===== config.mk =====
export PLATFORM = sky130hd
export DESIGN_NAME = vgrt_ctrl
export DESIGN_NICKNAME = d
export VERILOG_FILES = /design/src/rtl/vgrt_pkg.sv /design/src/rtl/vgrt_ctrl.sv
export SDC_FILE = /design/constraint.sdc
export NUM_CORES = 1
export LEC_CHECK = 0
export ABC_AREA = 1
export BUFFER_PORTS_ARGS = -buffer_cell sky130_fd_sc_hd__buf_2
export CORE_UTILIZATION = 41
export CTS_BUF_LIST = sky130_fd_sc_hd__clkbuf_4 sky130_fd_sc_hd__clkbuf_8
export CTS_CLUSTER_DIAMETER = 200
export DETAILED_ROUTE_END_ITERATION = 7
export PLACE_DENSITY = 0.85
export SLEW_MARGIN = 10
export SYNTH_ARGS = -nofsm -noshare
export SYNTH_HDL_FRONTEND = slang
export SYNTH_SLANG_ARGS = --single-unit

===== constraint.sdc =====
create_clock -name clk -period 1.43 [get_ports clk]
set_clock_uncertainty 0.2 [all_clocks]
set_input_delay 0.2145 -clock clk [delete_from_list [all_inputs] [get_ports clk]]
set_output_delay 0.2145 -clock clk [all_outputs]
set_load 0.02 [all_outputs]

===== src/rtl/vgrt_pkg.sv =====
// Shared constants, state encoding and controller/datapath bundles
// for the voxel grid ray caster. No dependencies.
package vgrt_pkg;

  localparam int GRID_SIZE = 32;
  localparam int MAX_STEPS = 256;
  localparam int CELLS     = GRID_SIZE * GRID_SIZE * GRID_SIZE;
  localparam int ADDR_W    = $clog2(CELLS);
  localparam int CRD_W     = $clog2(GRID_SIZE);
  localparam int STEP_W    = $clog2(MAX_STEPS + 1);
  localparam int CELL_W    = 22 + $clog2(MAX_STEPS);
  localparam int NUM_W     = 31;
  localparam int DEN_W     = 16;
  localparam int DCNT_W    = $clog2(NUM_W + 1);

  localparam logic [31:0] SAT = 32'hFFFF_FFFF;

  // Result status codes
  localparam logic [1:0] ST_WRITE = 2'd0;
  localparam logic [1:0] ST_HIT   = 2'd1;
  localparam logic [1:0] ST_MISS  = 2'd2;
  localparam logic [1:0] ST_ZERO  = 2'd3;

  typedef enum logic [4:0] {
    S_CLEAR, S_IDLE, S_START, S_AX, S_TST, S_TWT, S_DST, S_DWT,
    S_SEL, S_SQ, S_M0, S_M1, S_CMP, S_RD, S_CHK, S_PUSH
  } state_t;

  typedef struct packed {
    logic       ready;
    logic       load;
    logic       clr;
    logic       wr;
    logic       mul_axis;
    logic       div_start;
    logic       div_delta;
    logic       store_tmax;
    logic       store_delta;
    logic       store_zero;
    logic       next_axis;
    logic       sel;
    logic       sq;
    logic       m0;
    logic       m1;
    logic       advance;
    logic       res_en;
    logic [1:0] res_code;
    logic       push;
  } cmd_t;

  typedef struct packed {
    logic in_valid;
    logic is_ray;
    logic dir_zero;
    logic axis_zero;
    logic last_axis;
    logic div_done;
    logic beyond;
    logic solid;
    logic step_last;
    logic clr_last;
    logic out_free;
  } sts_t;

endpackage


===== src/rtl/vgrt_ctrl.sv =====
// Controller state machine of the voxel grid ray caster.
// Depends on vgrt_pkg; drives the datapath by command bundle only.
module vgrt_ctrl (
  input  logic           clk,
  input  logic           rst,
  input  vgrt_pkg::sts_t sts,
  output vgrt_pkg::cmd_t cmd
);
  import vgrt_pkg::*;

  state_t state, state_next;

  always_ff @(posedge clk) begin
    if (rst) begin
      state <= S_CLEAR;
    end else begin
      state <= state_next;
    end
  end

  // Next state
  always_comb begin
    state_next = state;
    unique case (state)
      S_CLEAR: if (sts.clr_last) state_next = S_IDLE;
      S_IDLE:  if (sts.in_valid) state_next = S_START;
      S_START: begin
        if (!sts.is_ray || sts.dir_zero) state_next = S_PUSH;
        else state_next = S_AX;
      end
      S_AX: begin
        if (!sts.axis_zero) state_next = S_TST;
        else if (sts.last_axis) state_next = S_SEL;
      end
      S_TST: state_next = S_TWT;
      S_TWT: if (sts.div_done) state_next = S_DST;
      S_DST: state_next = S_DWT;
      S_DWT: begin
        if (sts.div_done) state_next = sts.last_axis ? S_SEL : S_AX;
      end
      S_SEL: state_next = S_SQ;
      S_SQ:  state_next = S_M0;
      S_M0:  state_next = S_M1;
      S_M1:  state_next = S_CMP;
      S_CMP: state_next = sts.beyond ? S_PUSH : S_RD;
      S_RD:  state_next = S_CHK;
      S_CHK: begin
        if (sts.solid || sts.step_last) state_next = S_PUSH;
        else state_next = S_SEL;
      end
      S_PUSH: if (sts.out_free) state_next = S_IDLE;
      default: state_next = S_CLEAR;
    endcase
  end

  // Commands
  always_comb begin
    cmd = '0;
    unique case (state)
      S_CLEAR: cmd.clr = 1'b1;
      S_IDLE: begin
        cmd.ready = 1'b1;
        cmd.load  = sts.in_valid;
      end
      S_START: begin
        if (!sts.is_ray) begin
          cmd.wr       = 1'b1;
          cmd.res_en   = 1'b1;
          cmd.res_code = ST_WRITE;
        end else if (sts.dir_zero) begin
          cmd.res_en   = 1'b1;
          cmd.res_code = ST_ZERO;
        end
      end
      S_AX: begin
        cmd.mul_axis   = 1'b1;
        cmd.store_zero = sts.axis_zero;
        cmd.next_axis  = sts.axis_zero;
      end
      S_TST: cmd.div_start = 1'b1;
      S_TWT: cmd.store_tmax = sts.div_done;
      S_DST: begin
        cmd.div_start = 1'b1;
        cmd.div_delta = 1'b1;
      end
      S_DWT: begin
        cmd.div_delta   = 1'b1;
        cmd.store_delta = sts.div_done;
        cmd.next_axis   = sts.div_done;
      end
      S_SEL: cmd.sel = 1'b1;
      S_SQ:  cmd.sq = 1'b1;
      S_M0:  cmd.m0 = 1'b1;
      S_M1:  cmd.m1 = 1'b1;
      S_CMP: begin
        if (sts.beyond) begin
          cmd.res_en   = 1'b1;
          cmd.res_code = ST_MISS;
        end else begin
          cmd.advance = 1'b1;
        end
      end
      S_RD: cmd = '0;
      S_CHK: begin
        if (sts.solid) begin
          cmd.res_en   = 1'b1;
          cmd.res_code = ST_HIT;
        end else if (sts.step_last) begin
          cmd.res_en   = 1'b1;
          cmd.res_code = ST_MISS;
        end
      end
      S_PUSH: cmd.push = sts.out_free;
      default: cmd = '0;
    endcase
  end
endmodule


==> results of run 1 <==
==> cell type report <==
type / instances / area share [%]
flip-flops and latches: 4 / 7.68
well taps: 15 / 1.52
clock buffers: 3 / 1.82
multi-input cells: 85 / 45.4
repair buffers: 56 / 34.8
inverters: 27 / 8.79
==> synthesized netlist by cell type (all sizes together) <==
| cell type | number | area, sq um |
|---|---|---|
| nand2 | 31 | 136 |
| o21ai | 2 | 10.0 |
| dfxtp | 4 | 80.1 |
| nor3 | 5 | 25.0 |
| nand4 | 3 | 18.8 |
| inv | 27 | 101 |
| nor2 | 31 | 149 |
| nand3 | 12 | 65.1 |
| nand3b | 1 | 7.51 |
==> worst min-delay path, delay by kind of cell <==
family / cells / cell delay [ps]
buffers and inverters: 2 / 140
and+or+nand+nor: 2 / 110
==> per-layer routing <==
layer	part of all wire (%)	vias to the layer above
li1	-	472
met1	34	516
met2	49	108
met3	11	35
met4	6.3	0
met5	0	-
==> kinds of logic after synthesis <==
kind of cell | Yosys count | synth area share, %
and+or+nand+nor | 83 | 67.7
DFF | 4 | 13.5
buffers and inverters | 27 | 17.1
AOI/OAI and AO/OA | 2 | 1.69
==> final timing paths <==
kind	to	slack, ps
min	state[2]	70
min reg2reg	state[3]	490
max	state[1]	-350
max reg2reg	state[1]	-350
==> metrics by stage <==
stage	hold WS, ps	setup TNS (ps)	instances
5_1_grt	74.9	-6630	190
6_report	74.5	-5650	190
3_3_place_gp	290	-682	172
3_5_place_dp	290	-1230	172
4_1_cts	43.3	-4150	184
2_1_floorplan	194	-217	116
==> what timing repair did <==
action | CTS | global route
resized for setup | 51 | 22
pin swaps | 11 | 6
endpoints found under the setup margin | 24 | 24
setup buffers | 10 | 6
==> power by group through the flow <==
stage               Sequential [uW]  Combinational (uW)  Clock [uW]
finish                          371                2390         135
global route                    372                2490         148
CTS                             354                1900         141
detailed placement              285                1490           0
global placement                279                1450           0
floorplan                       268                1040           0
==> summary.txt, run 1 <==
GRT
  • Vias in the first global route: 861
  • Initial antenna violation count: 0
  • GR Util met3: 6.67%
  • Met2 Use GR: 63.7%
  • First-pass GRT wire length: 3680 um
  • M1 GR Usage: 36.5%
  • Busiest grt layer: met2
  • Largest net degree at the start of global routing: 7
  • Gr usage total: 34.6%
  • GR Overflow Total: 0

Final layout
  • Biggest regs: state (4)
  • Finished Core Util: 94.0%
  • Layout net count: 190
  • Max FFs per register: 4
  • Layout area overhead: 109%
  • Layout cells sized above 1: 65.1%
  • Final Cell Area: 0.00124 sq mm
  • FF+latch area: 95.1 sq um
  • Commonest non-fill, non-tap cells in the layout: buf_4, nand2_1, inv_1
  • Commonest non-fill, non-tap cell in the layout: buf_4
  • Reg with most FFs: state
  • Area of the multi-input gates: 562 sq um
  • Filler cells: 44
  • Antenna diodes: 0

Route
  • DR vias: 1131
  • DRT iter0 DRCs: 87
  • DRC Markers: 0
  • Antenna-violating nets left: 0
  • WL/cell: 18.6 um
  • Total Wirelength: 3530 um
  • Drt pass-1 iters: 4
  • Via/cell ratio: 5.95

Power and ir drop
  • Clock share of power: 4.7%
  • Power Density: 2340 mW/mm^2
  • Final Power: 2890 uW
  • Gate power share: 82.5%
  • Sequential share of power: 12.8%
  • Leak: 0.000712 uW
  • Switching share of total power: 57.0%
  • P_sw: 1650 uW
  • Max VDD drop: 1.82 mV
  • Internal: 1250 uW

Yosys
  • Distinct cells, synth: 15
  • Post-Syn Area: 593 sq um
  • Synth Warn #: 0
  • Seq/Total Area, Yosys: 13.5%
  • Synth Register Bits: 4
  • Post-Syn Area per Cell: 5.11 sq um
  • Syn Inst Count: 116
  • Syn_nets: 129

Critical path
  • Worst-path cell chain: nor2_4 -> buf_4 -> buf_6 -> nand3b_1 -> nand2_2 -> inv_2 -> nand2_2 -> nand2_1 -> nand2_1 -> nor2_2
  • Largest stage delay on the critical path: 370 ps
  • WP depth: 10
  • R2r startpoint: state[3]
  • CP Buf/Inv Count: 3
  • Worst Path Required: 1360 ps
  • Slowest CP cell: dfxtp_4
  • Crit. End Element: register
  • Worst reg2reg path depth: 10
  • Crit path max fanout: 5
  • Startpoint Class: register
  • Cell family with most CP delay: simple AND/OR/NAND/NOR gates
  • Beginning of the critical path: state[3]
  • CP Class: reg -> reg
  • Arr. time, crit path: 1710 ps

Clock tree
  • Clock Sinks: 4
  • CTS Buf Count: 3
  • Post-CTS Hold Buffers: 0
  • CTS tree: built
  • H-tree depth: 1
  • Worst-path clk slew: 40 ps
  • Worst-Skew Late Latency: 230 ps
  • CTS max path bufs: 2
  • Root buffer cell: clkbuf_4

Timing
  • RSZ-0062 raised after global routing: yes
  • Slew headroom: 85.5%
  • Final setup vio count: 24
  • Post-layout worst setup margin: -352 ps
  • Least-Margin Pin Slew: 216 ps
  • Fin crit share: 125%
  • Final worst path period need: 1780 ps
  • Fmax: 0.561 GHz
  • Max Slew Vio Count: 0
  • Fin. Hold Viols: 0

Placed design
  • Setup WS pre-CTS: -145 ps
  • Area post-placement: 892 sq um
  • RePlAce Congestion: 0.928
  • Port bufs: 32
  • Hpwl dp: 1620 um

Floorplan
  • Chip height: 40.0 um
  • Rows: 13
  • Core area: 0.00132 sq mm
  • Starting density of the core: 45.0%
  • Die width: 40.0 um
  • Total die area: 0.00160 sq mm
  • IO Count: 33

Status
  • Failing checks: setup timing
  • Status: finished, violations left

Hold path
  • Hold Path Cell Cnt: 4
  • Worst hold-check path type: in -> reg
  • Origin of the worst min-delay path: rst

Run
  • Max-cap violations: 0
(Power assumes the default switching activity.)
==> run 2: changes to the inputs <==
Settings changed: ABC_AREA 1 to unset, CORE_UTILIZATION 41 to 39, CTS_CLUSTER_SIZE set to 20, PLACE_DENSITY 0.85 to 0.84.
==> summary.txt, run 2 <==
Status
  • Status: did not finish
  • Stage reached: clock tree synthesis (4_1_cts)
  • First Err: [ERROR DPL-0038] Utilization greater than 100%, impossible to legalize

Clock tree
  • CTS max path bufs: 2
  • CTS Buf Count: 3
  • H-tree depth: 1
  • Root buffer cell: clkbuf_4
  • Setup Fix Bufs, Post-CTS: 4
  • Post-cts resize count: 49
  • Clock Sinks: 4
  • Post-CTS Hold Buffers: 1

Yosys
  • Ys async rst share: 0%
  • Seq/Total Area, Yosys: 15.3%
  • Syn_nets: 92
  • Top FF cell, synth: dfxtp_1
  • Synth Warn #: 0
  • Synth Register Bits: 4
  • Area leader, netlist: dfxtp_1
  • Post-Syn Area per Cell: 6.64 sq um
  • Distinct cells, synth: 34
  • Syn Inst Count: 79
  • Area fraction of the dominant cell type after synthesis: 15.3%
  • Cell with the most instances after synthesis: nor2_1
  • Top post-synthesis cells by area: dfxtp_1, nor2_1, nor3_1, nand2_1, mux2i_1
  • Synth cell count leaders: nor2_1, nor3_1, nand2_1, dfxtp_1, inv_1
  • Post-Syn Area: 524 sq um
  • EDFF count, synth: 0

Floorplan
  • Starting density of the core: 44.8%
  • Chip height: 38.7 um
  • Die width: 38.7 um
  • Rows: 12
  • IO Count: 33

Placed design
  • Setup WS pre-CTS: -310 ps
  • Hpwl dp: 1770 um
  • Port bufs: 32
  • RePlAce Congestion: 0.899
-- run 2: changes by cell type after synthesis, moves of 3 or more --
cell,previous run,this run
a31oi_1,0,3
and2_1,0,3
buf_2,0,3
inv_1,24,4
nand2_1,25,6
nand2_2,5,0
nand2b_1,0,3
nand3_1,11,1
nor2_1,24,14
nor2_2,4,0
nor2_4,3,0
nor2b_1,0,3
-- run 2: through the flow --
stage | util, % | cell area (sq um) | instances
floorplan | - | 657 | 79
global placement | 82.6 | 967 | 143
detailed placement | 82.6 | 967 | 143
-- run 2: logic make-up after synthesis --
| kind of cell | share of synthesized area, % |
|---|---|
| mux | 3.82 |
| flops | 15.3 |
| simple gates | 51.6 |
| compound gates | 22.2 |
| buf+inv | 7.16 |
==> run 3: changes to the inputs <==
Settings changed: CORE_AREA set to 2 2 63 65, CORE_UTILIZATION 39 to unset, CTS_BUF_LIST sky130_fd_sc_hd__clkbuf_4 sky130_fd_sc_hd__clkbuf_8 to unset, CTS_CLUSTER_DIAMETER 200 to unset, CTS_CLUSTER_SIZE 20 to unset, DIE_AREA set to 0 0 65 67, PLACE_DENSITY 0.84 to unset, PLACE_DENSITY_LB_ADDON set to 0.15.
Clock period 1.43 ns to 1.85 ns, I/O delays scaled along.
==> summary.txt, run 3 <==
Final layout
  • Commonest non-fill, non-tap cells in the layout: buf_2, buf_4, nor2_1
  • FF+latch area: 90.1 sq um
  • Biggest regs: state (4)
  • Fin cells: 173
  • Antenna diodes: 0
  • Filler cells: 415
  • Max FFs per register: 4
  • Layout cells sized above 1: 55.2%
  • Layout net count: 140
  • Final Cell Area: 0.00102 sq mm
  • Reg with most FFs: state
  • Commonest non-fill, non-tap cell in the layout: buf_2
  • Finished Core Util: 28.3%
  • Layout area overhead: 94.5%
  • Area of the multi-input gates: 475 sq um

Timing
  • Final worst path period need: 1960 ps
  • Max Slew Vio Count: 0
  • Fin. Hold Viols: 0
  • Post-layout worst setup margin: -112 ps
  • Slew headroom: 79.7%
  • Fmax: 0.510 GHz
  • Final setup vio count: 2
  • Least-Margin Pin Slew: 303 ps
  • Fin crit share: 106%
  • RSZ-0062 raised after global routing: yes

Route
  • Antenna-violating nets left: 0
  • Total Wirelength: 2020 um
  • Drt pass-1 iters: 3
  • DRT iter0 DRCs: 22
  • WL/cell: 11.7 um
  • DR vias: 725
  • Via/cell ratio: 4.19
  • DRC Markers: 0

Yosys
  • Cell with the most instances after synthesis: nor2_1
  • Seq/Total Area, Yosys: 15.3%
  • Synth cell count leaders: nor2_1, nor3_1, nand2_1, dfxtp_1, inv_1
  • Top FF cell, synth: dfxtp_1
  • EDFF count, synth: 0
  • Distinct cells, synth: 34
  • Post-Syn Area per Cell: 6.64 sq um
  • Area leader, netlist: dfxtp_1
  • Top post-synthesis cells by area: dfxtp_1, nor2_1, nor3_1, nand2_1, mux2i_1
  • Synth Warn #: 0
  • Synth Register Bits: 4
  • Syn_nets: 92
  • Post-Syn Area: 524 sq um
  • Syn Inst Count: 79
  • Area fraction of the dominant cell type after synthesis: 15.3%
  • Ys async rst share: 0%

Critical path
  • Startpoint Class: register
  • Crit path max fanout: 4
  • Worst Path Required: 1370 ps
  • Arr. time, crit path: 1480 ps
  • Crit. End Element: output pin
  • CP Class: reg -> out

Placed design
  • Area post-placement: 832 sq um
  • Post-Place Cells: 166
  • RePlAce Congestion: 0.704
  • Hpwl dp: 1620 um
  • Port bufs: 32

GRT
  • Initial antenna violation count: 0
  • GR Overflow Total: 0
  • Vias in the first global route: 671
  • First-pass GRT wire length: 3190 um
  • Largest net degree at the start of global routing: 13
  • Gr usage total: 9.54%

Floorplan
  • Die width: 65 um
  • Total die area: 0.00436 sq mm
  • Chip height: 67 um
  • IO Count: 33
  • Rows: 22
  • Core area: 0.00361 sq mm
  • Starting density of the core: 14.5%

Clock tree
  • H-tree depth: 1
  • Root buffer cell: clkbuf_8
  • Clock Sinks: 4
  • Worst-path clk slew: 30 ps
  • CTS max path bufs: 2
  • Post-CTS Hold Buffers: 0
  • Worst-Skew Late Latency: 210 ps
  • CTS tree: built
  • CTS Buf Count: 3

Status
  • Status: finished, violations left
  • Failing checks: setup timing

Power and ir drop
  • Leak: 0.000471 uW
  • Power Density: 1350 mW/mm^2
  • Final Power: 1370 uW
  • Max VDD drop: 0.328 mV

Hold path
  • Worst hold-check path type: in -> reg

Run
  • Max-cap violations: 0
## run 3: cell counts after synthesis
Identical to the previous run, type by type.
## run 3: metal layers
metal / GRT usage, % / vias to the layer above / part of all wire (%) / wire length (um)
met4: 3.99 / 0 / 0.30 / 6
met3: 1.52 / 2 / 5.8 / 116
li1: - / 383 / - / -
met5: 0 / - / 0 / 0
met2: 15.7 / 20 / 46 / 937
met1: 12.3 / 320 / 47 / 956
## run 3: final timing paths
path / cells past startpoint / start / to / slack [ps]
setup reg to reg: 5 / state[2] / state[3] / 100
hold / removal: 2 / rst / state[3] / 80
hold reg to reg: 2 / state[2] / state[2] / 280
setup / recovery: 4 / state[0] / cmd[2] / -110
## run 3: where the power goes
part	total (uW)	internal, uW	switching [uW]	leakage (uW)
Clock	179	138	41.0	0.0000216
Sequential	189	137	52.0	0.0000350
Combinational	1010	478	527	0.000414
Total	1370	754	620	0.000471
## run 3: final cells by class
class | instances | area share, %
clock buffers | 3 | 4.05
inverters | 5 | 1.84
multi-input cells | 66 | 46.6
flip-flops and latches | 4 | 8.83
well taps | 48 | 5.89
repair buffers | 47 | 32.8
## run 3: timing repair
item                                    4_1_cts  5_1_grt
setup buffers                                 2        2
resized for setup                            18       16
pin swaps                                     2        2
endpoints found under the setup margin       10       15
gates cloned                                  0        0
## run 3: worst max-delay path, stage by stage, from the launching register on
cell	delay [ps]
dfxtp_4	350
nand2b_4	140
or4b_1	500
o211ai_1	110
buf_4	170
## run 3: metrics by stage
step / hold WS [ps] / TNS [ps] / setup WS [ps]
global placement: 294 / -19.1 / -19.1
detailed placement: 296 / 0 / 16.9
floorplan: 142 / 0 / 52.1
CTS: 62.9 / -306 / -113
global route: 83.7 / -509 / -166
finish: 82.3 / -214 / -112
## run 3: cell families after synthesis
logic type / share of synthesized area, %
multiplexers: 3.82
AND/OR/NAND/NOR: 51.6
flip-flops: 15.3
AO/OA/AOI/OAI: 22.2
buffers and inverters: 7.16
==> run 4: changes to the inputs <==
Settings changed: CELL_PAD_IN_SITES_DETAIL_PLACEMENT set to 2, CELL_PAD_IN_SITES_GLOBAL_PLACEMENT set to 2, CTS_CLUSTER_DIAMETER set to 200.
==> summary.txt, run 4 (same netlist as run 3, synthesis figures left out) <==
Timing
  • Fmax: 0.506 GHz
  • Max Slew Vio Count: 0
  • RSZ-0062 raised after global routing: yes
  • Fin crit share: 107%
  • Least-Margin Pin Slew: 299 ps
  • Final setup vio count: 4
  • Final worst path period need: 1980 ps
  • Slew headroom: 79.9%
  • Fin. Hold Viols: 0
  • Post-layout worst setup margin: -126 ps
  • Setup TNS: -283 ps

Placed design
  • Hpwl dp: 2020 um
  • Area post-placement: 820 sq um
  • Port bufs: 32
  • RePlAce Congestion: 0.756

GRT
  • Initial antenna violation count: 0
  • Gr usage total: 12.2%
  • Vias in the first global route: 828
  • Largest net degree at the start of global routing: 14
  • First-pass GRT wire length: 3990 um
  • GR Overflow Total: 0

Route
  • DRC Markers: 0
  • Via/cell ratio: 4.47
  • WL/cell: 14.5 um
  • Total Wirelength: 2490 um
  • DR vias: 769
  • Antenna-violating nets left: 0
  • Drt pass-1 iters: 3
  • DRT iter0 DRCs: 15

Final layout
  • Commonest non-fill, non-tap cell in the layout: buf_2
  • Layout area overhead: 81.6%
  • Max FFs per register: 4
  • Antenna diodes: 0
  • Filler cells: 431
  • Commonest non-fill, non-tap cells in the layout: buf_2, buf_4, nor2_1
  • Area of the multi-input gates: 459 sq um
  • FF+latch area: 85.1 sq um
  • Final Cell Area: 952 sq um
  • Layout cells sized above 1: 54.8%
  • Layout net count: 139
  • Biggest regs: state (4)
  • Reg with most FFs: state

Clock tree
  • CTS max path bufs: 2
  • Root buffer cell: clkbuf_8
  • Clock Sinks: 4
  • CTS tree: built
  • Worst-path clk slew: 30 ps
  • CTS Buf Count: 3
  • Worst-Skew Late Latency: 220 ps
  • H-tree depth: 1

Critical path
  • Worst Path Required: 1370 ps
  • CP Class: reg -> out
  • Worst-path cell chain: or4b_4 -> a21oi_4 -> nor2_1 -> nand2_1 -> buf_6
  • Largest stage delay on the critical path: 570 ps
  • Cell family with most CP delay: simple AND/OR/NAND/NOR gates
  • CP Buf/Inv Count: 1
  • Crit path max fanout: 4
  • Crit. End Element: output pin
  • Arr. time, crit path: 1500 ps
  • Startpoint Class: register
  • Slowest CP cell: or4b_4

Status
  • Failing checks: setup timing
  • Status: finished, violations left

Floorplan
  • Die width: 65 um
  • Rows: 22
  • Core area: 0.00361 sq mm
  • IO Count: 33
  • Total die area: 0.00436 sq mm
  • Starting density of the core: 14.5%
  • Chip height: 67 um

Hold path
  • Worst hold-check path type: in -> reg

Power and ir drop
  • Power Density: 1370 mW/mm^2
  • Max VDD drop: 0.385 mV
  • Leak: 0.000452 uW

Run
  • Max-cap violations: 0
-- run 4: cell count changes in the layout (fill, tap and decap cells not counted), sizes merged --
cell | before | now
buf | 47 | 46
-- run 4: final cells by class --
cell class	instances	area share [%]
multi-input combinational	66	48.2
timing repair buffer	46	30.2
sequential	4	8.94
tap	48	6.31
clock buffer	3	4.34
inverter	5	1.97
-- run 4: timing repair --
action                     CTS  global route
buffers inserted             3             0
pin swaps                    4             2
gates resized for setup     15             7
hold buffers                 0             0
setup endpoints to repair    7            11
hold endpoints to repair     0             0
-- run 4: per-stage QoR --
step | setup WS, ps | total power, uW | hold slack (ps) | instances | util (%)
floorplan | 52.1 | 700 | 142 | 79 | -
global placement | 33.8 | 1010 | 310 | 166 | 22.7
detailed placement | 25.2 | 1020 | 316 | 166 | 22.7
CTS | -142 | 1300 | 78.3 | 172 | 25.7
global route | -190 | 1410 | 87.7 | 172 | 26.4
finish | -126 | 1310 | 81.7 | 172 | 26.4
-- run 4: report_power, final --
| part | switching [uW] | total (uW) | leakage, uW | internal, uW |
|---|---|---|---|---|
| sequential | 53.3 | 184 | 0.0000344 | 130 |
| combinational | 534 | 934 | 0.000396 | 400 |
| clock | 49.0 | 188 | 0.0000216 | 139 |
-- run 4: layer usage --
| layer | routed length [um] | track usage (%) | vias to the layer above |
|---|---|---|---|
| met5 | 0 | 0 | - |
| met4 | 11 | 2.39 | 0 |
| met3 | 75 | 3.21 | 2 |
| met2 | 1240 | 21.6 | 17 |
| met1 | 1160 | 14.9 | 372 |
| li1 | - | - | 378 |
-- run 4: path summary, 6_finish.rpt --
check,depth (start not counted),to,slack [ps],start
setup / recovery,5,cmd[3],-130,state[3]
hold / removal,2,state[0],80,rst
setup reg to reg,5,state[1],60,state[2]
hold reg to reg,3,state[3],490,state[0]
